--- src/sv/sgwdp_pkg.sv ---
// Shared types, widths and constants of the stereo gain, width, drive and pan unit.
package sgwdp_pkg;

    // Sample width of the stream fields.
    localparam int SAMPLE_BITS = 24;
    localparam int FRAC_BITS   = SAMPLE_BITS - 1;
    localparam int TDATA_W     = ((2 * SAMPLE_BITS + 7) / 8) * 8;

    // Configuration register file.
    localparam int CFG_IDX_W  = 3;
    localparam int CFG_DATA_W = 24;
    localparam int GAIN_W     = 24;
    localparam int COEF_W     = 16;

    localparam logic [CFG_IDX_W-1:0] REG_TARGET_GAIN  = 3'd0;
    localparam logic [CFG_IDX_W-1:0] REG_STEREO_WIDTH = 3'd1;
    localparam logic [CFG_IDX_W-1:0] REG_DRIVE_AMOUNT = 3'd2;
    localparam logic [CFG_IDX_W-1:0] REG_PAN_LEFT     = 3'd3;
    localparam logic [CFG_IDX_W-1:0] REG_PAN_RIGHT    = 3'd4;

    localparam logic [GAIN_W-1:0] GAIN_UNITY    = 24'd1048576;
    localparam logic [COEF_W-1:0] WIDTH_UNITY   = 16'd16384;
    localparam logic [COEF_W-1:0] PAN_UNITY     = 16'd32768;
    localparam logic [11:0]       SMOOTH_COEF   = 12'd2097;
    localparam logic [11:0]       PI_Q10        = 12'd3217;
    localparam logic [COEF_W-1:0] DRIVE_ON      = 16'd512;

    // Internal channel width: mid plus a side scaled by up to four stays well inside this.
    localparam int CH_W    = SAMPLE_BITS + 8;
    localparam int MAG_W   = CH_W - 1;
    // Soft clip operands.
    localparam int CLIP_SH = FRAC_BITS - 10;
    localparam int A_W     = COEF_W + 1;
    localparam int AMAG_W  = A_W + MAG_W;
    localparam int KMAG_W  = COEF_W + MAG_W;
    localparam int NUM_W   = AMAG_W + CLIP_SH + 1;
    localparam int DEN_W   = KMAG_W - 10 + 1;
    // With the clip active the quotient stays below about 7.3 in sample units.
    localparam int QUO_W   = SAMPLE_BITS + 4;

    typedef struct packed {
        logic [GAIN_W-1:0] target_gain;
        logic [COEF_W-1:0] stereo_width;
        logic [COEF_W-1:0] drive_amount;
        logic [COEF_W-1:0] pan_left_gain;
        logic [COEF_W-1:0] pan_right_gain;
    } cfg_t;

    // Commands from the controller to the datapath and the divider.
    typedef struct packed {
        logic load_in;
        logic gain_mul;
        logic gain_upd;
        logic smp_mul;
        logic ms_mul;
        logic ms_add;
        logic clip_mul;
        logic clip_set;
        logic clip_store;
        logic pan_mul;
        logic pan_fin;
        logic ch;
    } cmd_t;

    // Status back to the controller.
    typedef struct packed {
        logic clip_en;
        logic div_done;
        logic out_busy;
    } stat_t;

endpackage

--- src/sv/sgwdp_ctrl.sv ---
// Controller state machine sequencing one stereo word through the datapath.
module sgwdp_ctrl
    import sgwdp_pkg::*;
(
    input  logic  clk,
    input  logic  rst_n,
    input  logic  in_valid,
    output logic  in_ready,
    input  stat_t stat,
    output cmd_t  cmd
);

    localparam logic [3:0] ST_IDLE       = 4'd0;
    localparam logic [3:0] ST_GAIN_MUL   = 4'd1;
    localparam logic [3:0] ST_GAIN_UPD   = 4'd2;
    localparam logic [3:0] ST_SMP_MUL    = 4'd3;
    localparam logic [3:0] ST_MS_MUL     = 4'd4;
    localparam logic [3:0] ST_MS_ADD     = 4'd5;
    localparam logic [3:0] ST_CLIP_MUL   = 4'd6;
    localparam logic [3:0] ST_CLIP_SET   = 4'd7;
    localparam logic [3:0] ST_CLIP_DIV   = 4'd8;
    localparam logic [3:0] ST_CLIP_STORE = 4'd9;
    localparam logic [3:0] ST_PAN_MUL    = 4'd10;
    localparam logic [3:0] ST_PAN_FIN    = 4'd11;

    logic [3:0] state_reg;
    logic [3:0] state_next;
    logic       ch_reg;
    logic       ch_next;

    assign in_ready = (state_reg == ST_IDLE);

    always_ff @(posedge clk or negedge rst_n)
    begin
        if (!rst_n)
        begin
            state_reg <= ST_IDLE;
            ch_reg    <= 1'b0;
        end
        else
        begin
            state_reg <= state_next;
            ch_reg    <= ch_next;
        end
    end

    always_comb
    begin
        cmd        = '0;
        cmd.ch     = ch_reg;
        state_next = state_reg;
        ch_next    = ch_reg;
        case (state_reg)
            ST_IDLE:
            begin
                if (in_valid)
                begin
                    cmd.load_in = 1'b1;
                    state_next  = ST_GAIN_MUL;
                end
            end
            ST_GAIN_MUL:
            begin
                cmd.gain_mul = 1'b1;
                state_next   = ST_GAIN_UPD;
            end
            ST_GAIN_UPD:
            begin
                cmd.gain_upd = 1'b1;
                state_next   = ST_SMP_MUL;
            end
            ST_SMP_MUL:
            begin
                cmd.smp_mul = 1'b1;
                state_next  = ST_MS_MUL;
            end
            ST_MS_MUL:
            begin
                cmd.ms_mul = 1'b1;
                state_next = ST_MS_ADD;
            end
            ST_MS_ADD:
            begin
                cmd.ms_add = 1'b1;
                ch_next    = 1'b0;
                state_next = stat.clip_en ? ST_CLIP_MUL : ST_PAN_MUL;
            end
            ST_CLIP_MUL:
            begin
                cmd.clip_mul = 1'b1;
                state_next   = ST_CLIP_SET;
            end
            ST_CLIP_SET:
            begin
                cmd.clip_set = 1'b1;
                state_next   = ST_CLIP_DIV;
            end
            ST_CLIP_DIV:
            begin
                if (stat.div_done)
                begin
                    state_next = ST_CLIP_STORE;
                end
            end
            ST_CLIP_STORE:
            begin
                cmd.clip_store = 1'b1;
                if (ch_reg)
                begin
                    state_next = ST_PAN_MUL;
                end
                else
                begin
                    ch_next    = 1'b1;
                    state_next = ST_CLIP_MUL;
                end
            end
            ST_PAN_MUL:
            begin
                cmd.pan_mul = 1'b1;
                state_next  = ST_PAN_FIN;
            end
            ST_PAN_FIN:
            begin
                // The result goes straight into the output register once it is free.
                if (!stat.out_busy)
                begin
                    cmd.pan_fin = 1'b1;
                    state_next  = ST_IDLE;
                end
            end
            default:
            begin
                state_next = ST_IDLE;
            end
        endcase
    end

endmodule

--- config.mk ---
export PLATFORM = sky130hd
export DESIGN_NAME = sgwdp_ctrl
export DESIGN_NICKNAME = d
export VERILOG_FILES = /design/src/sv/sgwdp_pkg.sv /design/src/sv/sgwdp_ctrl.sv
export SDC_FILE = /design/constraint.sdc
export NUM_CORES = 1
export LEC_CHECK = 0
export BUFFER_PORTS_ARGS = -buffer_cell sky130_fd_sc_hd__clkbuf_2
export CAP_MARGIN = 20
export CELL_PAD_IN_SITES_DETAIL_PLACEMENT = 1
export CELL_PAD_IN_SITES_GLOBAL_PLACEMENT = 2
export CORE_ASPECT_RATIO = 1.1
export CORE_MARGIN = 1
export CORE_UTILIZATION = 22
export DETAILED_ROUTE_END_ITERATION = 10
export GPL_ROUTABILITY_DRIVEN = 0
export PLACE_DENSITY = 0.85
export SLEW_MARGIN = 20
export SYNTH_ARGS = -nofsm -noshare
export SYNTH_HDL_FRONTEND = slang
export SYNTH_SLANG_ARGS = --single-unit
--- constraint.sdc ---
create_clock -name clk -period 1.7 [get_ports clk]
set_clock_uncertainty 0.15 [all_clocks]
set_input_delay 0.34 -clock clk [delete_from_list [all_inputs] [get_ports clk]]
set_output_delay 0.34 -clock clk [all_outputs]
set_load 0.1 [all_outputs]
**Yosys cells after proc, flatten, opt, wreduce, memory -nomap -nowiden**

Index checks and enable logic that the tools add are counted.

- Register bits: 5
- Input port bits: 6
- Output and inout port bits: 13
- Logic and storage cells: 39

- Equal/unequal tests: 14
- Muxes and demuxes: 20
- Reductions and logical operators: 3

Operators with widths:

| cell | count |
|---|---|
| $pmux W4 S12 | 1 |
| $mux W4 | 5 |
| $eq A4 B3 Y1 const B | 4 |
| $eq A4 B4 Y1 const B | 4 |
| $mux W1 | 13 |
| $eq A4 B2 Y1 const B | 2 |
| $ne A2 B2 Y1 const B | 3 |
| $eq A4 B1 Y1 const B | 1 |
| $logic_not A4 Y1 | 1 |
| $reduce_and A3 Y1 | 1 |
| $pmux W1 S2 | 1 |
| $reduce_bool A2 Y1 | 1 |

**Depth between registers and ports, before layout**

Gate-level depths: netlist of the first run.

- Depth in word-level cells: 3
- Depth in mapped cells: 5
- Depth with buffers taken out: 4

**Worst setup path after synthesis of the first run**

No wires, ideal clock.

- Kind: reg2out
- From: register state_reg[0]
- To: output port cmd[11] in the netlist's numbering
- Arrival: 3.220 ns
- Data required time: 1.210 ns
- Setup slack: -2.010 ns
- Cell stages (with the launch flop): 4
- Buffers on the path: 1
- Cell sequence: dfrtp_1 buf_2 nor4_2 and2_1

RTL lines:

| item | line | source |
|---|---|---|
| from (decl) | sgwdp_ctrl.sv:26 | `logic [3:0] state_reg;` |
| from (signal assigned) | sgwdp_ctrl.sv:42 | `state_reg <= state_next;` |
| to (decl) | sgwdp_ctrl.sv:10 | `output cmd_t cmd` |

==> flow_summary_export.csv, run 1 <==
group,metric,value,unit
synthesis,ys_ff_latch,5,
sta,holdWs,0.273,ns
sta,max_slew_margin,81.0,%
synthesis,synth_ff_type,"dfrtp_1",
worst_setup_path,reg2reg_slack,0.07,ns
clock_tree,clkSinkCount,5,
drt,drc,0,
synthesis,synth-edff-count,0,
sta,min_period_over_period,112,%
clock_tree,cts-htree-levels,1,
global_routing,grt_pass1_vias,579,
drt,ant_nets,0,
clock_tree,root_buffer,"clkbuf_4",
drt,routed_wl,1.80,mm
worst_setup_path,critPathArrivalTime,1.41,ns
sta,hold_violations,0,
worst_setup_path,worst-path-max-fanout,7,
final_layout,multiInputGateArea,359,sq um
hold_path,worst_hold_path.num_cells,3,
sta,drv_slew,0,
placed_design,place_hpwl,1.21,mm
final_layout,final_nets,94,
worst_setup_path,cp_slowest_cell,"dfrtp_2",
clock_tree,clock_latency,0.25,ns
final_layout,syn2layout_area_growth,151,%
synthesis,synthTopCellsByArea,"dfrtp_1 32%, nor2_1 6.6%, nor3_1 6.3%",
clock_tree,cts_buffers,3,
drt,via_per_inst,5.01,
drt,vias,521,
hold_path,min_to,"state_reg[2]$_DFFE_PN0P_",
outcome,status,"complete, but fails checks",
sta,rsz0062_at_grt,"yes",
worst_setup_path,cp-end-kind,"output port",
floorplanning,pin_count,19,
worst_setup_path,start_kind,"flop",
global_routing,grt_max_degree,8,
final_layout,nFillCells,175,
synthesis,synthTopCellsByCount,"7 x nor2_1, 5 x dfrtp_1, 5 x nor3_1, 4 x a21oi_1",
placed_design,port_buffers,18,
worst_setup_path,required,1.21,ns
worst_setup_path,worstReg2RegStart,"state_reg[3]$_DFFE_PN0P_",
synthesis,ys_seq_area_share,31.5,%
outcome,violations,"negative setup slack",
global_routing,grt_pass1_wl,2.86,mm
worst_setup_path,reg2reg_depth,6,
sta,period_needed,1.90,ns
clock_tree,clk_pin_slew,0.05,ns
final_layout,post-route-util,61.1,%
final_layout,antennaDiodeCount,0,
final_layout,ff_latch_area,130,sq um
global_routing,grt_remaining_overflow,0,
worst_setup_path,r2r_end,"state_reg[3]$_DFFE_PN0P_",
floorplanning,initial_core_util,24.3,%
hold_path,hp-class,"in -> reg",
drt,routedWlPerCell,17.3,um
placed_design,dpl.cell_count,94,
final_layout,largest_reg_flops,4,
sta,setup_ws,-0.200,ns
worst_setup_path,worst_path_largest_cell_delay,0.48,ns
clock_tree,cts_tree,"built",
drt,drtPass1Iterations,3,
worst_setup_path,critPathKind,"reg -> out",
synthesis,synth_top_area_share,31.5,%
synthesis,synth_area_per_cell,7.78,sq um
clock_tree,clk_path_buf_depth,2,
drt,drtIter0Drc,4,
worst_setup_path,crit_chain,"nor4_4 -> and2_4 -> buf_12",
floorplanning,rows,15,
synthesis,synth_top_area_cell,"dfrtp_1",
synthesis,yosysMostFrequentCell,"nor2_1",
synthesis,netlist_instances,51,
floorplanning,die_x,42.5,um
final_layout,final_cells,104,
synthesis,syn_nets,57,
synthesis,yosys_warnings,0,
floorplanning,die_area,1980,sq um
synthesis,syn_area,397,sq um
sta,fmaxAchievable,526,MHz
global_routing,globalRouteTotalUtil,20.9,%
global_routing,antenna_found_initial,0,
synthesis,async_flop_share,100,%
sta,setup_viol,12,
flow_run,drv_cap,0,
floorplanning,die_y,46.5,um
floorplanning,coreArea,1630,sq um
synthesis,ys_types,24,
final_layout,layout-drive-gt1-share,73.6,%
sta,worst_slew_pin_slew,0.283,ns
hold_path,worstHoldStart,"stat[2]",
## cells by family (layout without fill, tap and decap cells)
kind of cell / after synthesis / in the layout / synth area share, %
buf+inv: 8 / 44 / 11.4
simple gates: 22 / 22 / 28.4
compound gates: 14 / 14 / 23.7
mux: 2 / 2 / 5.05
flops: 5 / 5 / 31.5
## cell type report
class / count / share of cell area, %
Tap cell: 17 / 2.13
Multi-Input combinational cell: 38 / 36.0
Clock buffer: 4 / 2.63
Sequential cell: 5 / 13.0
Inverter: 2 / 0.753
Timing Repair Buffer: 38 / 45.4
## cells in the final DEF (no fill, tap or decap), types with 3 or more instances in the layout
cell,instances
buf_4,15
buf_6,4
nor2_4,5
a21oi_1,4
nor3_4,5
clkbuf_2,5
dfrtp_2,4
buf_12,13
clkbuf_4,3
## worst max path at each step
stage,startpoint,endpoint,depth (start not counted)
floorplan,state_reg[3]$_DFFE_PN0P_,cmd[11],3
global placement,state_reg[0]$_DFFE_PN0P_,cmd[10],3
detailed placement,state_reg[0]$_DFFE_PN0P_,cmd[10],3
CTS,state_reg[0]$_DFFE_PN0P_,cmd[11],3
global route,state_reg[0]$_DFFE_PN0P_,cmd[11],3
finish,state_reg[0]$_DFFE_PN0P_,cmd[11],3
## through the flow
stage / cell area, sq um / setup TNS [ns] / setup WS [ns]
after floorplan: 495 / -4.19 / -0.982
after global placement: 857 / -0.0263 / -0.0156
after detailed placement: 857 / -0.115 / -0.0563
after CTS: 985 / -1.33 / -0.200
after global routing: 997 / -1.88 / -0.252
final: 997 / -1.20 / -0.200
## critical path, delay by kind of cell, from the launching register on
family | cells | cell delay (ns)
buffers and inverters | 1 | 0.16
flip-flops | 1 | 0.48
AND/OR/NAND/NOR | 2 | 0.51
## routing by layer
layer	vias up	part of all wire (%)	wire length, um	track usage [%]
met3	2	2.1	38	3.53
met4	0	1.0	18	8.75
met5	-	0	0	0
met1	256	38	684	22.2
li1	253	-	-	-
met2	10	59	1060	41.2
## timing repair
item,4_1_cts,5_1_grt
hold endpoints to repair,5,0
hold buffers,1,0
buffers inserted,4,1
pin swaps,4,2
setup endpoints to repair,12,12
gates resized for setup,18,1
Power of run 1 is not shown: default switching activity piles up to over one toggle a cycle in this logic, so the estimate is an artifact.
==> run 2, diff against run 1 <==
--- a/config.mk
+++ b/config.mk
@@ -11,10 +11,11 @@
 export CELL_PAD_IN_SITES_GLOBAL_PLACEMENT = 2
 export CORE_ASPECT_RATIO = 1.1
 export CORE_MARGIN = 1
-export CORE_UTILIZATION = 22
+export CORE_UTILIZATION = 24
+export CTS_BUF_LIST = sky130_fd_sc_hd__clkbuf_8
 export DETAILED_ROUTE_END_ITERATION = 10
 export GPL_ROUTABILITY_DRIVEN = 0
-export PLACE_DENSITY = 0.85
+export PLACE_DENSITY = 0.9
 export SLEW_MARGIN = 20
 export SYNTH_ARGS = -nofsm -noshare
 export SYNTH_HDL_FRONTEND = slang
==> run 2 against run 1 <==
  * Highest routed layer is now met3
  * Register-to-register slack lost 0.02 ns
  * Flip-flop and latch count is the same
  * The flow still finishes with violations (negative setup slack)
  * Cell count shrank 1.9%
  * Critical path depth is the same
  * Critical endpoint unchanged
==> flow_summary_export.csv, run 2 (synthesis results as in run 1) <==
group,metric,value,unit
clock_tree,clock_latency,0.22,ns
drt,drtPass1Iterations,4,
final_layout,layout-drive-gt1-share,71.8,%
drt,vias,533,
clock_tree,cts_buffers,3,
worst_setup_path,crit_chain,"nor4_4 -> and2_4 -> buf_12",
sta,setup_ws,-0.168,ns
hold_path,hp-class,"in -> reg",
sta,worst_slew_pin_slew,0.356,ns
worst_setup_path,cp-end-kind,"output port",
outcome,status,"complete, but fails checks",
floorplanning,die_x,40.8,um
hold_path,worst_hold_path.num_cells,3,
worst_setup_path,cp.depth,3,
drt,routed_wl,1.79,mm
floorplanning,pin_count,19,
worst_setup_path,path_buf_inv,1,
global_routing,grt_pass1_vias,551,
placed_design,place_hpwl,1.21,mm
final_layout,syn2layout_area_growth,160,%
worst_setup_path,reg2reg_depth,6,
worst_setup_path,worst_path_largest_cell_delay,0.46,ns
final_layout,antennaDiodeCount,0,
final_layout,layout_commonest_cell,"buf_12",
clock_tree,clkSinkCount,5,
placed_design,dpl.cell_count,91,
clock_tree,clk_path_buf_depth,2,
clock_tree,cts_tree,"built",
worst_setup_path,critical_path.startpoint,"state_reg[0]$_DFFE_PN0P_",
hold_path,worstHoldStart,"stat[2]",
worst_setup_path,required,1.21,ns
global_routing,grt_pass1_wl,2.68,mm
sta,max_slew_margin,76.1,%
sta,fmaxAchievable,535,MHz
floorplanning,rows,15,
drt,drc,0,
global_routing,globalRouteTotalUtil,22.8,%
floorplanning,die_area,1820,sq um
clock_tree,clk_pin_slew,0.04,ns
outcome,violations,"negative setup slack",
final_layout,mostFrequentLayoutCells,"15 x buf_12, 10 x buf_4, 5 x nor3_4, 5 x clkbuf_2, 5 x buf_6",
worst_setup_path,worstReg2RegStart,"state_reg[3]$_DFFE_PN0P_",
placed_design,port_buffers,18,
worst_setup_path,critPathArrivalTime,1.38,ns
flow_run,drv_cap,0,
worst_setup_path,worst-path-max-fanout,6,
worst_setup_path,cp_slowest_cell,"dfrtp_2",
sta,hold_violations,0,
placed_design,place_ws,0.0179,ns
final_layout,largest_reg_flops,4,
floorplanning,coreArea,1560,sq um
floorplanning,initial_core_util,25.5,%
drt,routedWlPerCell,17.6,um
global_routing,grt_remaining_overflow,0,
floorplanning,die_y,44.6,um
sta,drv_slew,0,
worst_setup_path,critPathKind,"reg -> out",
worst_setup_path,cp_top_family,"simple AND/OR/NAND/NOR gates",
final_layout,final_nets,92,
final_layout,post-route-util,66.2,%
drt,via_per_inst,5.23,
drt,drtIter0Drc,2,
clock_tree,root_buffer,"clkbuf_8",
sta,holdWs,0.307,ns
sta,setup_viol,12,
final_layout,final_cells,102,
clock_tree,cts-htree-levels,1,
sta,period_needed,1.87,ns
worst_setup_path,start_kind,"flop",
sta,min_period_over_period,110,%
drt,ant_nets,0,
global_routing,grt_max_degree,12,
sta,rsz0062_at_grt,"yes",
global_routing,antenna_found_initial,0,
run 2: cell types whose count changed in the layout (fill, tap and decap cells not counted), sizes merged:
cell,delta
buf,-2
clkbuf,-1
inv,+1
run 2: final cells by class:
| cell class | count | area, sq um |
|---|---|---|
| clock buffers | 3 | 41.3 |
| clock inverters | 1 | 3.75 |
| fillers | 153 | 527 |
| inverters | 2 | 7.51 |
| multi-input cells | 38 | 360 |
| flip-flops and latches | 5 | 130 |
| well taps | 17 | 21.3 |
| repair buffers | 36 | 467 |
run 2: per-layer routing:
metal	vias up	track usage, %	part of all wire (%)
met5	-	0	0
met4	0	4.00	0
met2	8	39.0	57
met3	0	6.03	1.4
met1	274	28.1	41
li1	251	-	-
run 2: path summary, 6_finish.rpt:
| kind | slack, ns | endpoint |
|---|---|---|
| setup / recovery | -0.17 | cmd[11] |
| hold / removal | 0.31 | state_reg[2]$_DFFE_PN0P_ |
| setup reg to reg | 0.05 | state_reg[3]$_DFFE_PN0P_ |
| hold reg to reg | 0.46 | ch_reg$_DFFE_PN0P_ |
| max in group asynchronous | 0.92 | state_reg[3]$_DFFE_PN0P_ |
| min in group asynchronous | 0.32 | ch_reg$_DFFE_PN0P_ |
run 2: what timing repair did:
| item | in CTS | in global routing |
|---|---|---|
| resized for setup | 17 | 5 |
| setup endpoints to repair | 12 | 12 |
| hold endpoints to repair | 5 | 0 |
| pin swaps | 2 | 0 |
| buffers inserted | 4 | 2 |
| hold buffers | 1 | 0 |
run 2: worst reg2reg max path, cell delays in order (launching register included):
cell and delay, ns:
dfrtp_2 0.44, buf_12 0.16, buf_4 0.13, mux2i_1 0.20, nand3b_1 0.15, a21oi_2 0.17
o22ai_1 0.12
run 2: through the flow:
stage | area [sq um] | TNS [ns]
final | 1030 | -1.11
after detailed placement | 835 | 0
after global placement | 835 | 0
after CTS | 996 | -1.00
after floorplan | 495 | -4.19
after global routing | 1030 | -1.59
Power of run 2 is left out for the same reason.
