**src/sv/sgwdp_pkg.sv**
```systemverilog
// Shared types, widths and constants of the stereo gain, width, drive and pan unit.
package sgwdp_pkg;

    // Sample width of the stream fields.
    localparam int SAMPLE_BITS = 24;
    localparam int FRAC_BITS   = SAMPLE_BITS - 1;
    localparam int TDATA_W     = ((2 * SAMPLE_BITS + 7) / 8) * 8;

    // Configuration register file.
    localparam int CFG_IDX_W  = 3;
    localparam int CFG_DATA_W = 24;
    localparam int GAIN_W     = 24;
    localparam int COEF_W     = 16;

    localparam logic [CFG_IDX_W-1:0] REG_TARGET_GAIN  = 3'd0;
    localparam logic [CFG_IDX_W-1:0] REG_STEREO_WIDTH = 3'd1;
    localparam logic [CFG_IDX_W-1:0] REG_DRIVE_AMOUNT = 3'd2;
    localparam logic [CFG_IDX_W-1:0] REG_PAN_LEFT     = 3'd3;
    localparam logic [CFG_IDX_W-1:0] REG_PAN_RIGHT    = 3'd4;

    localparam logic [GAIN_W-1:0] GAIN_UNITY    = 24'd1048576;
    localparam logic [COEF_W-1:0] WIDTH_UNITY   = 16'd16384;
    localparam logic [COEF_W-1:0] PAN_UNITY     = 16'd32768;
    localparam logic [11:0]       SMOOTH_COEF   = 12'd2097;
    localparam logic [11:0]       PI_Q10        = 12'd3217;
    localparam logic [COEF_W-1:0] DRIVE_ON      = 16'd512;

    // Internal channel width: mid plus a side scaled by up to four stays well inside this.
    localparam int CH_W    = SAMPLE_BITS + 8;
    localparam int MAG_W   = CH_W - 1;
    // Soft clip operands.
    localparam int CLIP_SH = FRAC_BITS - 10;
    localparam int A_W     = COEF_W + 1;
    localparam int AMAG_W  = A_W + MAG_W;
    localparam int KMAG_W  = COEF_W + MAG_W;
    localparam int NUM_W   = AMAG_W + CLIP_SH + 1;
    localparam int DEN_W   = KMAG_W - 10 + 1;
    // With the clip active the quotient stays below about 7.3 in sample units.
    localparam int QUO_W   = SAMPLE_BITS + 4;

    typedef struct packed {
        logic [GAIN_W-1:0] target_gain;
        logic [COEF_W-1:0] stereo_width;
        logic [COEF_W-1:0] drive_amount;
        logic [COEF_W-1:0] pan_left_gain;
        logic [COEF_W-1:0] pan_right_gain;
    } cfg_t;

    // Commands from the controller to the datapath and the divider.
    typedef struct packed {
        logic load_in;
        logic gain_mul;
        logic gain_upd;
        logic smp_mul;
        logic ms_mul;
        logic ms_add;
        logic clip_mul;
        logic clip_set;
        logic clip_store;
        logic pan_mul;
        logic pan_fin;
        logic ch;
    } cmd_t;

    // Status back to the controller.
    typedef struct packed {
        logic clip_en;
        logic div_done;
        logic out_busy;
    } stat_t;

endpackage

```
**src/sv/sgwdp_div.sv**
```systemverilog
// Restoring divider producing one quotient bit per cycle for the soft clip.
module sgwdp_div
    import sgwdp_pkg::*;
(
    input  logic             clk,
    input  logic             rst_n,
    input  logic             start,
    input  logic [NUM_W-1:0] num,
    input  logic [DEN_W-1:0] den,
    output logic             done,
    output logic [QUO_W-1:0] quo
);

    localparam int DSH_W = DEN_W + QUO_W - 1;
    localparam int CMP_W = ((NUM_W > DSH_W) ? NUM_W : DSH_W) + 1;
    localparam int CNT_W = $clog2(QUO_W);
    localparam logic [CNT_W-1:0] CNT_LAST = CNT_W'(QUO_W - 1);

    logic             busy_reg;
    logic [CNT_W-1:0] cnt_reg;
    logic [NUM_W-1:0] rem_reg;
    logic [DSH_W-1:0] dsh_reg;
    logic [QUO_W-1:0] quo_reg;

    logic [CMP_W-1:0] rem_ext;
    logic [CMP_W-1:0] dsh_ext;
    logic [CMP_W-1:0] diff;
    logic             ge;

    assign rem_ext = CMP_W'(rem_reg);
    assign dsh_ext = CMP_W'(dsh_reg);
    assign diff    = rem_ext - dsh_ext;
    assign ge      = (rem_ext >= dsh_ext);

    assign done = busy_reg && (cnt_reg == CNT_LAST);
    assign quo  = quo_reg;

    always_ff @(posedge clk or negedge rst_n)
    begin
        if (!rst_n)
        begin
            busy_reg <= 1'b0;
            cnt_reg  <= '0;
        end
        else if (start)
        begin
            busy_reg <= 1'b1;
            cnt_reg  <= '0;
        end
        else if (busy_reg)
        begin
            cnt_reg <= cnt_reg + 1'b1;
            if (cnt_reg == CNT_LAST)
            begin
                busy_reg <= 1'b0;
            end
        end
    end

    // The divisor starts at its top quotient weight and walks down one bit a cycle.
    always_ff @(posedge clk)
    begin
        if (start)
        begin
            rem_reg <= num;
            dsh_reg <= DSH_W'(den) << (QUO_W - 1);
        end
        else if (busy_reg)
        begin
            if (ge)
            begin
                rem_reg <= diff[NUM_W-1:0];
            end
            dsh_reg <= dsh_reg >> 1;
            quo_reg <= {quo_reg[QUO_W-2:0], ge};
        end
    end

endmodule

```
**config.mk**
```make
export PLATFORM = sky130hd
export DESIGN_NAME = sgwdp_div
export DESIGN_NICKNAME = d
export VERILOG_FILES = /design/src/sv/sgwdp_pkg.sv /design/src/sv/sgwdp_div.sv
export SDC_FILE = /design/constraint.sdc
export NUM_CORES = 1
export LEC_CHECK = 0
export BUFFER_PORTS_ARGS = -buffer_cell sky130_fd_sc_hd__buf_2
export CORE_ASPECT_RATIO = 1.1
export CORE_UTILIZATION = 55
export CTS_CLUSTER_DIAMETER = 120
export DETAILED_ROUTE_END_ITERATION = 7
export PLACE_DENSITY = 0.77
export REMOVE_ABC_BUFFERS = 1
export SETUP_SLACK_MARGIN = 0.3
export SLEW_MARGIN = 20
export SYNTH_ARGS = -nofsm -noshare
export SYNTH_HDL_FRONTEND = slang
export SYNTH_SLANG_ARGS = --single-unit
```
**constraint.sdc**
```tcl
create_clock -name clk -period 11.95 [get_ports clk]
set_input_delay 0.5975 -clock clk [delete_from_list [all_inputs] [get_ports clk]]
set_output_delay 0.5975 -clock clk [all_outputs]
set_load 0.02 [all_outputs]
```
* Yosys cells after proc, flatten, opt, wreduce, memory -nomap -nowiden
Index checks and enable logic that the tools add are counted.
** Storage, ports and cells
- Output and inout bits :: 29
- Register bits :: 161
** Cells by class
- Add/subtract/negate cells :: 2
- Muxes and demuxes :: 10
- Equality and inequality tests :: 1
- Bitwise logic cells :: 1
- Reductions and logical operators :: 5
- Magnitude comparators :: 1
** Operators by type and width (count)
- 62-bit 2-to-1 mux :: 3
- 65-bit 2-to-1 mux :: 2
- 62-bit by 65-bit >= comparator with 1-bit output :: 1
- 62-bit subtractor :: 1
- 5-bit 2-to-1 mux :: 2
- 5-bit by 1-bit adder with 5-bit output, second input constant :: 1
- 5-bit equality test, second input constant :: 1
- 2-bit AND reduction :: 2
- 2-bit nonzero test :: 2
- 1-bit 2-to-1 mux :: 3
- 1-bit logical AND :: 1
- 1-bit inverter :: 1

* Depth between registers and ports, before layout
Gate-level depths: netlist (run 1).
- Depth after elaboration :: 4
- Mapped depth :: 12
- Mapped depth without buffers :: 12

* Worst setup path after synthesis (run 1)
Ideal clock, no wire load.
- Path type :: register to register
- Start :: reg rem_reg[14]
- End :: reg rem_reg[0], enable pin
- Arrival time :: 4942 ps
- Buffers on the path :: 1
- Setup slack :: 6518 ps
- Cell stages (with the launch flop) :: 12
- Data required time :: 11460 ps
- Cells stage by stage :: edfxtp_1 > ha_1 > buf_6 > a21oi_1 > o21ai_2 > o21a_1 > o311ai_4 > a2111oi_4 > nor2_1 > o221ai_1 > a21oi_1 > o21ai_1
** On the way
- Cells in the longest elaborated chain, start to end :: 3
** RTL lines
- start, declared :: RTL line sgwdp_div.sv:21 : logic [NUM_W-1:0] rem_reg;
- start signal, assigned :: RTL line sgwdp_div.sv:65 : rem_reg <= num;
- start signal, assigned :: RTL line sgwdp_div.sv:72 : rem_reg <= diff[NUM_W-1:0];
- 62-bit by 65-bit >= comparator with 1-bit output :: RTL line sgwdp_div.sv:33 : assign ge = (rem_ext >= dsh_ext);
- 2-bit nonzero test (no source line)
- 2-bit AND reduction (no source line)
No other way between the ends.
A chain may end at the register's enable or synchronous reset.

* Worst setup path in the final report (run 1)
- Start :: reg dsh_reg[14]
- End :: reg rem_reg[13], enable pin
** On the way
- Cells in the longest elaborated chain, start to end :: 3
** RTL lines
- start, declared :: RTL line sgwdp_div.sv:22 : logic [DSH_W-1:0] dsh_reg;
- start signal, assigned :: RTL line sgwdp_div.sv:66 : dsh_reg <= DSH_W'(den) << (QUO_W - 1);
- start signal, assigned :: RTL line sgwdp_div.sv:74 : dsh_reg <= dsh_reg >> 1;
- 62-bit by 65-bit >= comparator with 1-bit output :: RTL line sgwdp_div.sv:33
- 2-bit nonzero test (no source line)
- 2-bit AND reduction (no source line)
No other way between the ends.

==> results of run 1 <==
==> cell usage after synthesis (24+ instances only) <==
cell and instances:
nand2_1 161, edfxtp_1 128, nor2_1 85, a21oi_1 79, o21ai_0 79, inv_1 78
ha_1 63, o31ai_1 37, xnor2_1 34, mux2i_1 28, clkbuf_1 27, dfxtp_1 27
xor2_1 26, nand4_1 24
==> per-layer routing <==
metal / vias up / share of wire / global-route usage
met3: 46 / 0.053 / 0.04201
li1: 4171 / - / -
met5: - / 0 / 0
met2: 262 / 0.48 / 0.4096
met1: 3927 / 0.44 / 0.3321
met4: 0 / 0.024 / 0.1000
==> layout make-up <==
class	count	area, um2	area share
Multi-Input combinational cell	802	5280	0.4505
Timing Repair Buffer	138	716.9	0.06117
Clock buffer	17	425.4	0.03630
Sequential cell	161	4534	0.3869
Tap cell	243	304.0	0.02594
Clock inverter	15	162.7	0.01388
Inverter	79	296.5	0.02530
==> power by group <==
part	total (mW)	switching (mW)	internal (mW)	leakage (nW)
clock network	0.540	0.259	0.281	0.287
registers	0.739	0.0265	0.712	1.61
logic	0.917	0.560	0.357	3.06
==> worst register-to-register path: stages (launching register included) <==
cell and delay [ns]:
dfxtp_1 0.36, inv_1 0.06, ha_1 0.46, a21oi_1 0.14
o21ai_2 0.24, o21a_1 0.24, o311ai_4 0.14, a2111oi_4 0.43
nor2_1 0.13, o221ai_1 0.23, a21oi_1 0.16, o21ai_4 0.16
buf_4 0.69
==> timing repair <==
action,in CTS,in global routing
buffers inserted,0,0
hold buffers,1,0
hold endpoints to repair,6,0
==> cell usage in the layout (no fill, tap or decap), drive strengths merged, types with 24 or more instances in the layout <==
master / instances
nor2: 85
buf: 137
dfxtp: 27
ha: 63
nand4: 24
mux2i: 28
nand2: 162
edfxtp: 128
a21oi: 80
o31ai: 39
xor2: 26
inv: 88
o21ai: 100
xnor2: 34
==> logic make-up after synthesis <==
group,Yosys count,synth area share
simple gates,342,0.1504
compound gates,307,0.1984
flops,161,0.4347
buf+inv,138,0.06069
fa+ha+maj,64,0.07749
xor+xnor,60,0.05038
mux,29,0.02795
==> worst max path at each step <==
| stage | from | end | slack [ns] | cells after the start |
|---|---|---|---|---|
| CTS | dsh_reg[14] | rem_reg[11] | 8.11 | 12 |
| global route | dsh_reg[24] | rem_reg[13] | 7.86 | 12 |
| finish | dsh_reg[14] | rem_reg[13] | 8.11 | 12 |
| global placement | dsh_reg[4] | rem_reg[11] | 8.26 | 12 |
| detailed placement | dsh_reg[14] | rem_reg[4] | 8.15 | 12 |
| floorplan | busy_reg | rem_reg[0] | 6.39 | 3 |
==> per-stage QoR <==
stage | hold slack, ns | instance area [um2] | std cells | setup WS (ns)
global placement | 0.4254 | 11120 | 1422 | 8.256
finish | 0.4191 | 11720 | 1455 | 8.106
floorplan | 0.3019 | 10090 | 1042 | 6.386
detailed placement | 0.4300 | 11120 | 1422 | 8.154
CTS | 0.4135 | 11720 | 1455 | 8.114
global route | 0.4235 | 11720 | 1455 | 7.858
==> metrics.md, run 1 <==
| Metric | Value |
|---|---|
| Setup violators final | `0` |
| Clock Sinks | `161` |
| Worst Hold Endpoint | `rem_reg[49]` |
| Layout filler cell count | `1565` |
| Setup TNS | `0 ns` |
| Die H | `146.4 um` |
| Sequential-to-total area share from yosys stat | `0.4347` |
| Cts bufs inserted | `17` |
| Clock Latency Late Sink | `0.44 ns` |
| Tcrit/Tclk final | `0.3217` |
| Antenna violations before repair | `0` |
| Netlist Area Pre-Place | `0.01043 mm2` |
| Max Fclk | `0.2601 GHz` |
| Post-synthesis async set-or-reset flop share | `0.03727` |
| CP arrival | `3.91 ns` |
| Slew @ Worst Pin | `1.025 ns` |
| Fin util | `0.6343` |
| First-pass GRT wire length | `38.92 mm` |
| Bufs and invs on worst path | `2` |
| Flop2flop setup slack | `8.11 ns` |
| Layout area overhead | `12.35%` |
| CP dominant cell by count | `a21oi_1` |
| Synth area leader | `edfxtp_1` |
| Slew margin rel. | `0.3144` |
| Iter 0 DRT Violations | `598` |
| Synth warnings | `0` |
| Vias per cell | `5.777` |
| CP endpoint kind | `flip-flop` |
| EDFF count, synth | `128` |
| Main synth FF type | `edfxtp_1` |
| Crit-path slowest cell | `buf_4` |
| CTS max path bufs | `2` |
| Power per cell area | `187.4 mW/mm2` |
| IO Port Bufs | `131` |
| R2R Path Start | `dsh_reg[14]` |
| Avg Cell Area, Syn | `9.474 um2` |
| Tot Pwr | `2.196 mW` |
| H-tree depth | `4` |
| Clk root buf | `clkbuf_16` |
| RSZ-0062 raised after global routing | `false` |
| Element type at the critical path start | `flip-flop` |
| Post-CTS sizing | `0` |
| Total grt overflow | `0` |
| Leak | `4.955 nW` |
| Post-route ant nets | `0` |
| Total die area | `0.01952 mm2` |
| Worst-path clk slew | `0.07 ns` |
| CP top delay family | `compound AO/OA/AOI/OAI gates` |
| Max VDD drop | `0.1287 mV` |
| N_diodes | `0` |
| I/O pin cnt | `132` |
| Largest net degree at the start of global routing | `102` |
| Reg2reg path depth | `12` |
| Final wirelength | `23.64 mm` |
| Maximum Capacitance Violations | `0` |
| Status | `complete, no violations` |
| Hold Violations, Final | `0` |
| Layout cells sized above 1 | `0.1733` |
| Largest register FFs | `65` |
| Drt wl/cell | `16.25 um` |
| Hold depth | `3` |
| Gr usage total | `0.2511` |
| Setup CP Type | `flip-flop to flip-flop` |
| Setup Skew | `0.01156 ns` |
| Starting Density | `0.5645` |
| Tmin final | `3.845 ns` |
| First-pass DRT Iterations | `5` |
| Worst EP required | `12.01 ns` |
| Residual DRC count | `0` |
| Min-Delay Path Class | `input pin to flip-flop` |
| Final Max Tran Viols | `0` |
| Crit-path cells | `inv_1 -> ha_1 -> a21oi_1 -> o21ai_2 -> o21a_1 -> o311ai_4 -> a2111oi_4 -> nor2_1 -> o221ai_1 -> a21oi_1 -> o21ai_4 -> buf_4` |
| Die Wd | `133.3 um` |
| FP Rows | `52` |
| Core ar. | `0.01848 mm2` |
| Hold_sp | `num[49]` |
| Delay of the slowest cell on the worst path | `0.69 ns` |
| Via count | `8406` |
| FF-to-FF End | `rem_reg[13]` |
| DPL Wire Length | `17.22 mm` |
| Seq cells post-synth | `161` |
| Top cell type's share of synthesized area | `0.3685` |
| Cells after Synth | `1101` |
| TritonCTS clock tree | `done` |
| Synth top area cells | `edfxtp_1, ha_1, nand2_1, dfxtp_1, a21oi_1` |
| Vias in the first global route | `8057` |
| Crit Path Max Fanout | `62` |
| Final Wtd Congestion | `0.9421` |
| Nets | `1366` |
| Synth unique cells | `83` |
No activity file was read; power rests on OpenSTA's default activity.
==> run 2: changes to the inputs <==
--- a/config.mk
+++ b/config.mk
@@ -7,10 +7,10 @@
 export LEC_CHECK = 0
 export BUFFER_PORTS_ARGS = -buffer_cell sky130_fd_sc_hd__buf_2
 export CORE_ASPECT_RATIO = 1.1
-export CORE_UTILIZATION = 55
+export CORE_UTILIZATION = 53
 export CTS_CLUSTER_DIAMETER = 120
 export DETAILED_ROUTE_END_ITERATION = 7
-export PLACE_DENSITY = 0.77
+export PLACE_DENSITY = 0.78
 export REMOVE_ABC_BUFFERS = 1
 export SETUP_SLACK_MARGIN = 0.3
 export SLEW_MARGIN = 20
==> constraint.sdc (replaced) <==
create_clock -name clk -period 3.3 [get_ports clk]
set_input_delay 0.165 -clock clk [delete_from_list [all_inputs] [get_ports clk]]
set_output_delay 0.165 -clock clk [all_outputs]
set_load 0.02 [all_outputs]
==> metrics.md, run 2 (same netlist as run 1, synthesis figures left out) <==
| Metric | Value |
|---|---|
| Vias in the first global route | `8611 (was 8057)` |
| Logic gate share of total power | `0.469 (was 0.418)` |
| Seq pwr share | `0.308 (was 0.336)` |
| Sw power | `3.433 mW (was 0.8461 mW)` |
| Iter 0 DRT Violations | `762 (was 598)` |
| Maximum Capacitance Violations | `0 (unchanged)` |
| First-pass GRT wire length | `42.12 mm (was 38.92 mm)` |
| Post-route ant nets | `0 (unchanged)` |
| Delay of the slowest cell on the worst path | `0.42 ns (was 0.69 ns)` |
| Worst Hold Endpoint | `dsh_reg[52] (was rem_reg[49])` |
| Tot Pwr | `8.802 mW (was 2.196 mW)` |
| Residual DRC count | `0 (unchanged)` |
| Largest net degree at the start of global routing | `109 (was 102)` |
| Final worst setup slack | `0.1202 ns (was 8.106 ns)` |
| Hold_sp | `den[25] (was num[49])` |
| First-pass DRT Iterations | `5 (unchanged)` |
| Clk root buf | `clkbuf_16 (unchanged)` |
| IO Port Bufs | `131 (unchanged)` |
| Setup violators final | `0 (unchanged)` |
| Die Wd | `135.8 um (was 133.3 um)` |
| Most frequent cells in the layout | `nand2_1, buf_2, edfxtp_1 (unchanged)` |
| CP endpoint kind | `flip-flop (unchanged)` |
| Starting Density | `0.5443 (was 0.5645)` |
| Worst EP required | `3.45 ns (was 12.01 ns)` |
| Nets | `1439 (was 1366)` |
| CTS max path bufs | `2 (unchanged)` |
| Critical path depth | `12 (unchanged)` |
| Layout area overhead | `24.82% (was 12.35%)` |
| Vias per cell | `5.884 (was 5.777)` |
| Via count | `9014 (was 8406)` |
| DP Worst Slack | `-0.009675 ns (was 8.154 ns)` |
| Hold depth | `3 (unchanged)` |
| Final wirelength | `27.47 mm (was 23.64 mm)` |
| Leading cell type in the layout, fill and taps excluded | `nand2_1 (unchanged)` |
| Worst-path clk slew | `0.07 ns (about the same)` |
| Crit Path Max Fanout | `7 (was 62)` |
| Die H | `149.1 um (was 146.4 um)` |
| Leak | `5.428 nW (was 4.955 nW)` |
| Slew margin rel. | `0.3848 (was 0.3144)` |
| Total die area | `0.02025 mm2 (was 0.01952 mm2)` |
| Status | `finished, violations left (was complete, no violations)` |
| CP top delay family | `compound AO/OA/AOI/OAI gates (unchanged)` |
| Sw frac | `0.3901 (was 0.3853)` |
| DP Cell Count | `1461 (was 1422)` |
| Clock Latency Late Sink | `0.44 ns (about the same)` |
| Final Max Tran Viols | `0 (unchanged)` |
| CP arrival | `3.33 ns (was 3.91 ns)` |
| Element type at the critical path start | `flip-flop (unchanged)` |
| Clock power frac | `0.223 (was 0.246)` |
| Largest register FFs | `65 (unchanged)` |
| Crit-path cells | `ha_4 -> nand2_1 -> o21ai_2 -> a31o_2 -> o311ai_4 -> a2111oi_4 -> nor2_2 -> o221ai_2 -> a21oi_2 -> o21ai_4 -> buf_12 -> buf_6 (was inv_1 -> ha_1 -> a21oi_1 -> o21ai_2 -> o21a_1 -> o311ai_4 -> a2111oi_4 -> nor2_1 -> o221ai_1 -> a21oi_1 -> o21ai_4 -> buf_4)` |
| Setup TNS | `0 ns (unchanged)` |
| Total grt overflow | `0 (unchanged)` |
| TritonCTS clock tree | `done (unchanged)` |
| Setup CP Type | `flip-flop to flip-flop (unchanged)` |
| Max Fclk | `0.3145 GHz (was 0.2601 GHz)` |
| Tcrit/Tclk final | `0.9636 (was 0.3217)` |
| Failing checks | `negative hold slack` |
| Power per cell area | `676.0 mW/mm2 (was 187.4 mW/mm2)` |
| R2R Path Start | `rem_reg[8] (was dsh_reg[14])` |
| Worst Setup SP | `rem_reg[8] (was dsh_reg[14])` |
| Antenna violations before repair | `0 (unchanged)` |
| Finished Layout Cells | `1532 (was 1455)` |
| Placed Area | `0.01141 mm2 (was 0.01112 mm2)` |
| Hold WS | `-0.0004245 ns (was 0.4191 ns)` |
| Fin util | `0.6794 (was 0.6343)` |
| Setup Skew | `0.01201 ns (was 0.01156 ns)` |
| FF-to-FF End | `rem_reg[23] (was rem_reg[13])` |
| Cts bufs inserted | `17 (unchanged)` |
| Flop2flop setup slack | `0.12 ns (was 8.11 ns)` |
| Slew @ Worst Pin | `0.9228 ns (was 1.025 ns)` |
| Reg2reg path depth | `12 (unchanged)` |
| Max VDD drop | `0.3891 mV (was 0.1287 mV)` |
| DPL Wire Length | `18.54 mm (was 17.22 mm)` |
| Drt wl/cell | `17.93 um (was 16.25 um)` |
| Crit-path slowest cell | `edfxtp_1 (was buf_4)` |
| I/O pin cnt | `132 (unchanged)` |
| Int Power | `5.369 mW (was 1.350 mW)` |
| Gr usage total | `0.2651 (was 0.2511)` |
| H-tree depth | `4 (unchanged)` |
| FP Rows | `53 (was 52)` |
| Min-Delay Path Class | `input pin to flip-flop (unchanged)` |
| Cell area after layout | `0.01302 mm2 (was 0.01172 mm2)` |
| Bufs and invs on worst path | `2 (unchanged)` |
| Layout cells sized above 1 | `0.2708 (was 0.1733)` |
| Clock Sinks | `161 (unchanged)` |
| Hold Violations, Final | `1 (was 0)` |
| N_diodes | `0 (unchanged)` |
| Final Wtd Congestion | `0.9434 (was 0.9421)` |
| Core ar. | `0.01916 mm2 (was 0.01848 mm2)` |
| Tmin final | `3.180 ns (was 3.845 ns)` |
| RSZ-0062 raised after global routing | `true (was false)` |
## run 2: timing repair
item / CTS / global route
hold buffers: 12 / 0
endpoints found under the setup margin: 79 / 86
pin swaps: 11 / 44
gates cloned: 1 / 7
buffers inserted: 6 / 13
resized for setup: 27 / 86
endpoints found under the hold margin: 17 / 0
## run 2: worst max-delay path by stage
stage,endpoint,slack [ns]
after floorplan,rem_reg[0],-2.26
after global placement,rem_reg[12],0.11
after CTS,rem_reg[14],0.24
after global routing,rem_reg[20],0.04
after detailed placement,rem_reg[12],-0.01
final,rem_reg[23],0.12
## run 2: layout make-up
| class | count | area, um2 |
|---|---|---|
| sequential | 161 | 4546 |
| timing repair buffer | 211 | 1463 |
| fill | 1425 | 6145 |
| clock buffer | 17 | 425.4 |
| clock inverter | 15 | 167.7 |
| inverter | 79 | 296.5 |
| tap | 247 | 309.0 |
| multi-input combinational | 802 | 5813 |
## run 2: power groups by stage
| stage | combinational (mW) | sequential [mW] | clock [mW] |
|---|---|---|---|
| 4_1_cts | 3.60 | 2.69 | 1.98 |
| 5_1_grt | 4.49 | 2.74 | 2.06 |
| 6_report | 4.13 | 2.71 | 1.96 |
| 2_1_floorplan | 2.48 | 2.73 | 0 |
| 3_3_place_gp | 3.39 | 2.70 | 0 |
| 3_5_place_dp | 3.44 | 2.72 | 0 |
## run 2: worst register-to-register path, stage by stage (launching register included)
cell	delay [ns]
edfxtp_1	0.42
ha_4	0.33
nand2_1	0.13
o21ai_2	0.25
a31o_2	0.25
o311ai_4	0.12
a2111oi_4	0.40
nor2_2	0.10
o221ai_2	0.21
a21oi_2	0.11
o21ai_4	0.22
buf_12	0.18
buf_6	0.16
## run 2: routing by layer
layer / wire length (um) / GRT usage / vias up
li1: - / - / 4327
met1: 11310 / 0.3391 / 4240
met2: 13700 / 0.4482 / 366
met3: 1557 / 0.04383 / 81
met4: 896 / 0.09831 / 0
met5: 0 / 0 / -
==> run 3: changes to the inputs <==
--- a/config.mk
+++ b/config.mk
@@ -7,10 +7,10 @@
 export LEC_CHECK = 0
 export BUFFER_PORTS_ARGS = -buffer_cell sky130_fd_sc_hd__buf_2
 export CORE_ASPECT_RATIO = 1.1
-export CORE_UTILIZATION = 53
+export CORE_UTILIZATION = 45
 export CTS_CLUSTER_DIAMETER = 120
 export DETAILED_ROUTE_END_ITERATION = 7
-export PLACE_DENSITY = 0.78
+export PLACE_DENSITY = 0.68
 export REMOVE_ABC_BUFFERS = 1
 export SETUP_SLACK_MARGIN = 0.3
 export SLEW_MARGIN = 20
==> metrics.md, run 3 (same netlist as run 1, synthesis figures left out) <==
| Metric | Value |
|---|---|
| Tmin final | `3.097 ns (was 3.180 ns)` |
| CP top delay family | `compound AO/OA/AOI/OAI gates (unchanged)` |
| Via count | `8797 (was 9014)` |
| Crit-path cells | `ha_1 -> buf_4 -> nand2_1 -> o21ai_0 -> a211o_1 -> a21oi_1 -> o32ai_2 -> nor2_2 -> o221ai_2 -> a21oi_2 -> o21ai_4 -> buf_8 -> clkbuf_16 (was ha_4 -> nand2_1 -> o21ai_2 -> a31o_2 -> o311ai_4 -> a2111oi_4 -> nor2_2 -> o221ai_2 -> a21oi_2 -> o21ai_4 -> buf_12 -> buf_6)` |
| Layout cells sized above 1 | `0.2841 (was 0.2708)` |
| Finished Layout Cells | `1599 (was 1532)` |
| Slew margin rel. | `0.3227 (was 0.3848)` |
| Post-route ant nets | `0 (unchanged)` |
| Int Power | `5.454 mW (was 5.369 mW)` |
| Cts bufs inserted | `17 (unchanged)` |
| Power per cell area | `671.9 mW/mm2 (was 676.0 mW/mm2)` |
| CP endpoint kind | `flip-flop (unchanged)` |
| DP Cell Count | `1523 (was 1461)` |
| TritonCTS clock tree | `done (unchanged)` |
| Maximum Capacitance Violations | `0 (unchanged)` |
| Worst Hold Endpoint | `dsh_reg[54] (was dsh_reg[52])` |
| R2R Path Start | `rem_reg[36] (was rem_reg[8])` |
| DPL Wire Length | `18.77 mm (was 18.54 mm)` |
| First-pass GRT wire length | `42.48 mm (was 42.12 mm)` |
| Die Wd | `147.2 um (was 135.8 um)` |
| Setup CP Type | `flip-flop to flip-flop (unchanged)` |
| Die H | `161.7 um (was 149.1 um)` |
| Core ar. | `0.02279 mm2 (was 0.01916 mm2)` |
| RSZ-0062 raised after global routing | `true (unchanged)` |
| Crit Path Max Fanout | `7 (unchanged)` |
| CP arrival | `3.31 ns (was 3.33 ns)` |
| Tcrit/Tclk final | `0.9386 (was 0.9636)` |
| Logic gate share of total power | `0.471 (was 0.469)` |
| Final Max Tran Viols | `0 (unchanged)` |
| Status | `complete, no violations (was finished, violations left)` |
| Flop2flop setup slack | `0.20 ns (was 0.12 ns)` |
| Largest net degree at the start of global routing | `146 (was 109)` |
| Worst-path clk slew | `0.08 ns (was 0.07 ns)` |
| Slew @ Worst Pin | `1.007 ns (was 0.9228 ns)` |
| Hold WS | `0.003729 ns (was -0.0004245 ns)` |
| Vias in the first global route | `8523 (was 8611)` |
| Element type at the critical path start | `flip-flop (unchanged)` |
| Final wirelength | `27.53 mm (was 27.47 mm)` |
| Sw power | `3.464 mW (was 3.433 mW)` |
| Starting Density | `0.4578 (was 0.5443)` |
| Seq pwr share | `0.304 (was 0.308)` |
| Largest register FFs | `65 (unchanged)` |
| IO Port Bufs | `131 (unchanged)` |
| Fin util | `0.5825 (was 0.6794)` |
| Drt wl/cell | `17.21 um (was 17.93 um)` |
| Residual DRC count | `0 (unchanged)` |
| Iter 0 DRT Violations | `663 (was 762)` |
| FF-to-FF End | `rem_reg[0] (was rem_reg[23])` |
| Max Fclk | `0.3229 GHz (was 0.3145 GHz)` |
| Leading cell type in the layout, fill and taps excluded | `nand2_1 (unchanged)` |
| Final Wtd Congestion | `0.8936 (was 0.9434)` |
| Total grt overflow | `0 (unchanged)` |
| Most frequent cells in the layout | `nand2_1, buf_2, edfxtp_1 (unchanged)` |
| DP Worst Slack | `-0.02162 ns (was -0.009675 ns)` |
| Hold Violations, Final | `0 (was 1)` |
| Worst EP required | `3.51 ns (was 3.45 ns)` |
| CTS max path bufs | `2 (unchanged)` |
| Hold depth | `3 (unchanged)` |
| Clock Sinks | `161 (unchanged)` |
| H-tree depth | `4 (unchanged)` |
| Placed Area | `0.01155 mm2 (was 0.01141 mm2)` |
| Total die area | `0.02379 mm2 (was 0.02025 mm2)` |
| Hold_sp | `den[27] (was den[25])` |
| Layout area overhead | `27.24% (was 24.82%)` |
| Clock power frac | `0.224 (was 0.223)` |
| I/O pin cnt | `132 (unchanged)` |
| Gr usage total | `0.2248 (was 0.2651)` |
| First-pass DRT Iterations | `5 (unchanged)` |
| Sw frac | `0.3884 (was 0.3901)` |
| Crit-path slowest cell | `edfxtp_1 (unchanged)` |
| Max VDD drop | `0.3275 mV (was 0.3891 mV)` |
| Antenna violations before repair | `0 (unchanged)` |
| Nets | `1453 (was 1439)` |
| Delay of the slowest cell on the worst path | `0.37 ns (was 0.42 ns)` |
| Setup Skew | `0.01398 ns (was 0.01201 ns)` |
| Min-Delay Path Class | `input pin to flip-flop (unchanged)` |
| Leak | `5.524 nW (was 5.428 nW)` |
| FP Rows | `58 (was 53)` |
| Final worst setup slack | `0.2027 ns (was 0.1202 ns)` |
| Reg2reg path depth | `13 (was 12)` |
| Clock Latency Late Sink | `0.44 ns (about the same)` |
| Setup violators final | `0 (unchanged)` |
| Cell area after layout | `0.01327 mm2 (was 0.01302 mm2)` |
| N_diodes | `0 (unchanged)` |
| Bufs and invs on worst path | `3 (was 2)` |
| Clk root buf | `clkbuf_16 (unchanged)` |
| Vias per cell | `5.502 (was 5.884)` |
-- run 3: cell types whose count changed in the layout (fill, tap and decap cells not counted), sizes merged --
cell,delta
buf,+11
dlygate4sd3,+2
inv,+2
clkbuf,+1
clkinv,-1
clkinvlp,-1
-- run 3: repair_timing --
item,CTS,global route
hold endpoints to repair,19,0
cloned,2,7
hold buffers,14,0
setup buffers,8,13
endpoints found under the setup margin,78,83
pin swaps,17,39
gates resized for setup,44,82
-- run 3: how the worst max path moves through the flow --
| stage | start | to | slack, ns | cells after the start |
|---|---|---|---|---|
| 3_5_place_dp | dsh_reg[7] | rem_reg[15] | -0.02 | 12 |
| 5_1_grt | dsh_reg[36] | rem_reg[50] | 0.07 | 14 |
| 4_1_cts | rem_reg[0] | rem_reg[36] | 0.29 | 12 |
| 3_3_place_gp | dsh_reg[8] | rem_reg[11] | 0.05 | 12 |
| 6_report | rem_reg[36] | rem_reg[0] | 0.20 | 13 |
| 2_1_floorplan | busy_reg | rem_reg[0] | -2.26 | 3 |
-- run 3: metrics by stage --
stage,total power [mW],TNS (ns)
after floorplan,5.203,-148.41
after global placement,6.186,0
after detailed placement,6.226,-0.5810
after CTS,8.433,0
after global routing,9.413,0
final,8.918,0
-- run 3: worst reg2reg max path, cell delays in order (launching register included) --
cell and delay, ns:
edfxtp_1 0.37, ha_1 0.33, buf_4 0.17, nand2_1 0.10
o21ai_0 0.13, a211o_1 0.31, a21oi_1 0.29, o32ai_2 0.19
nor2_2 0.18, o221ai_2 0.13, a21oi_2 0.22, o21ai_4 0.10
buf_8 0.18, clkbuf_16 0.17
-- run 3: power groups by stage --
| stage | sequential (mW) | clock [mW] | combinational (mW) |
|---|---|---|---|
| global placement | 2.71 | 0 | 3.48 |
| global route | 2.74 | 2.10 | 4.57 |
| floorplan | 2.73 | 0 | 2.48 |
| finish | 2.72 | 2.00 | 4.20 |
| CTS | 2.69 | 2.01 | 3.73 |
| detailed placement | 2.72 | 0 | 3.50 |
-- run 3: cell type report --
class / count / area (um2)
multi-input combinational: 802 / 5859
sequential: 161 / 4549
fill: 1966 / 9514
clock buffer: 17 / 425.4
clock inverter: 15 / 165.2
timing repair buffer: 225 / 1602
tap: 300 / 375.4
inverter: 79 / 296.5
-- run 3: per-layer routing --
metal  track usage  routed length (um)  part of all wire
met1        0.2923               12000              0.44
met3       0.02921                1254             0.046
met5             0                   0                 0
met2        0.3816               13590              0.49
met4       0.08435                 677             0.025
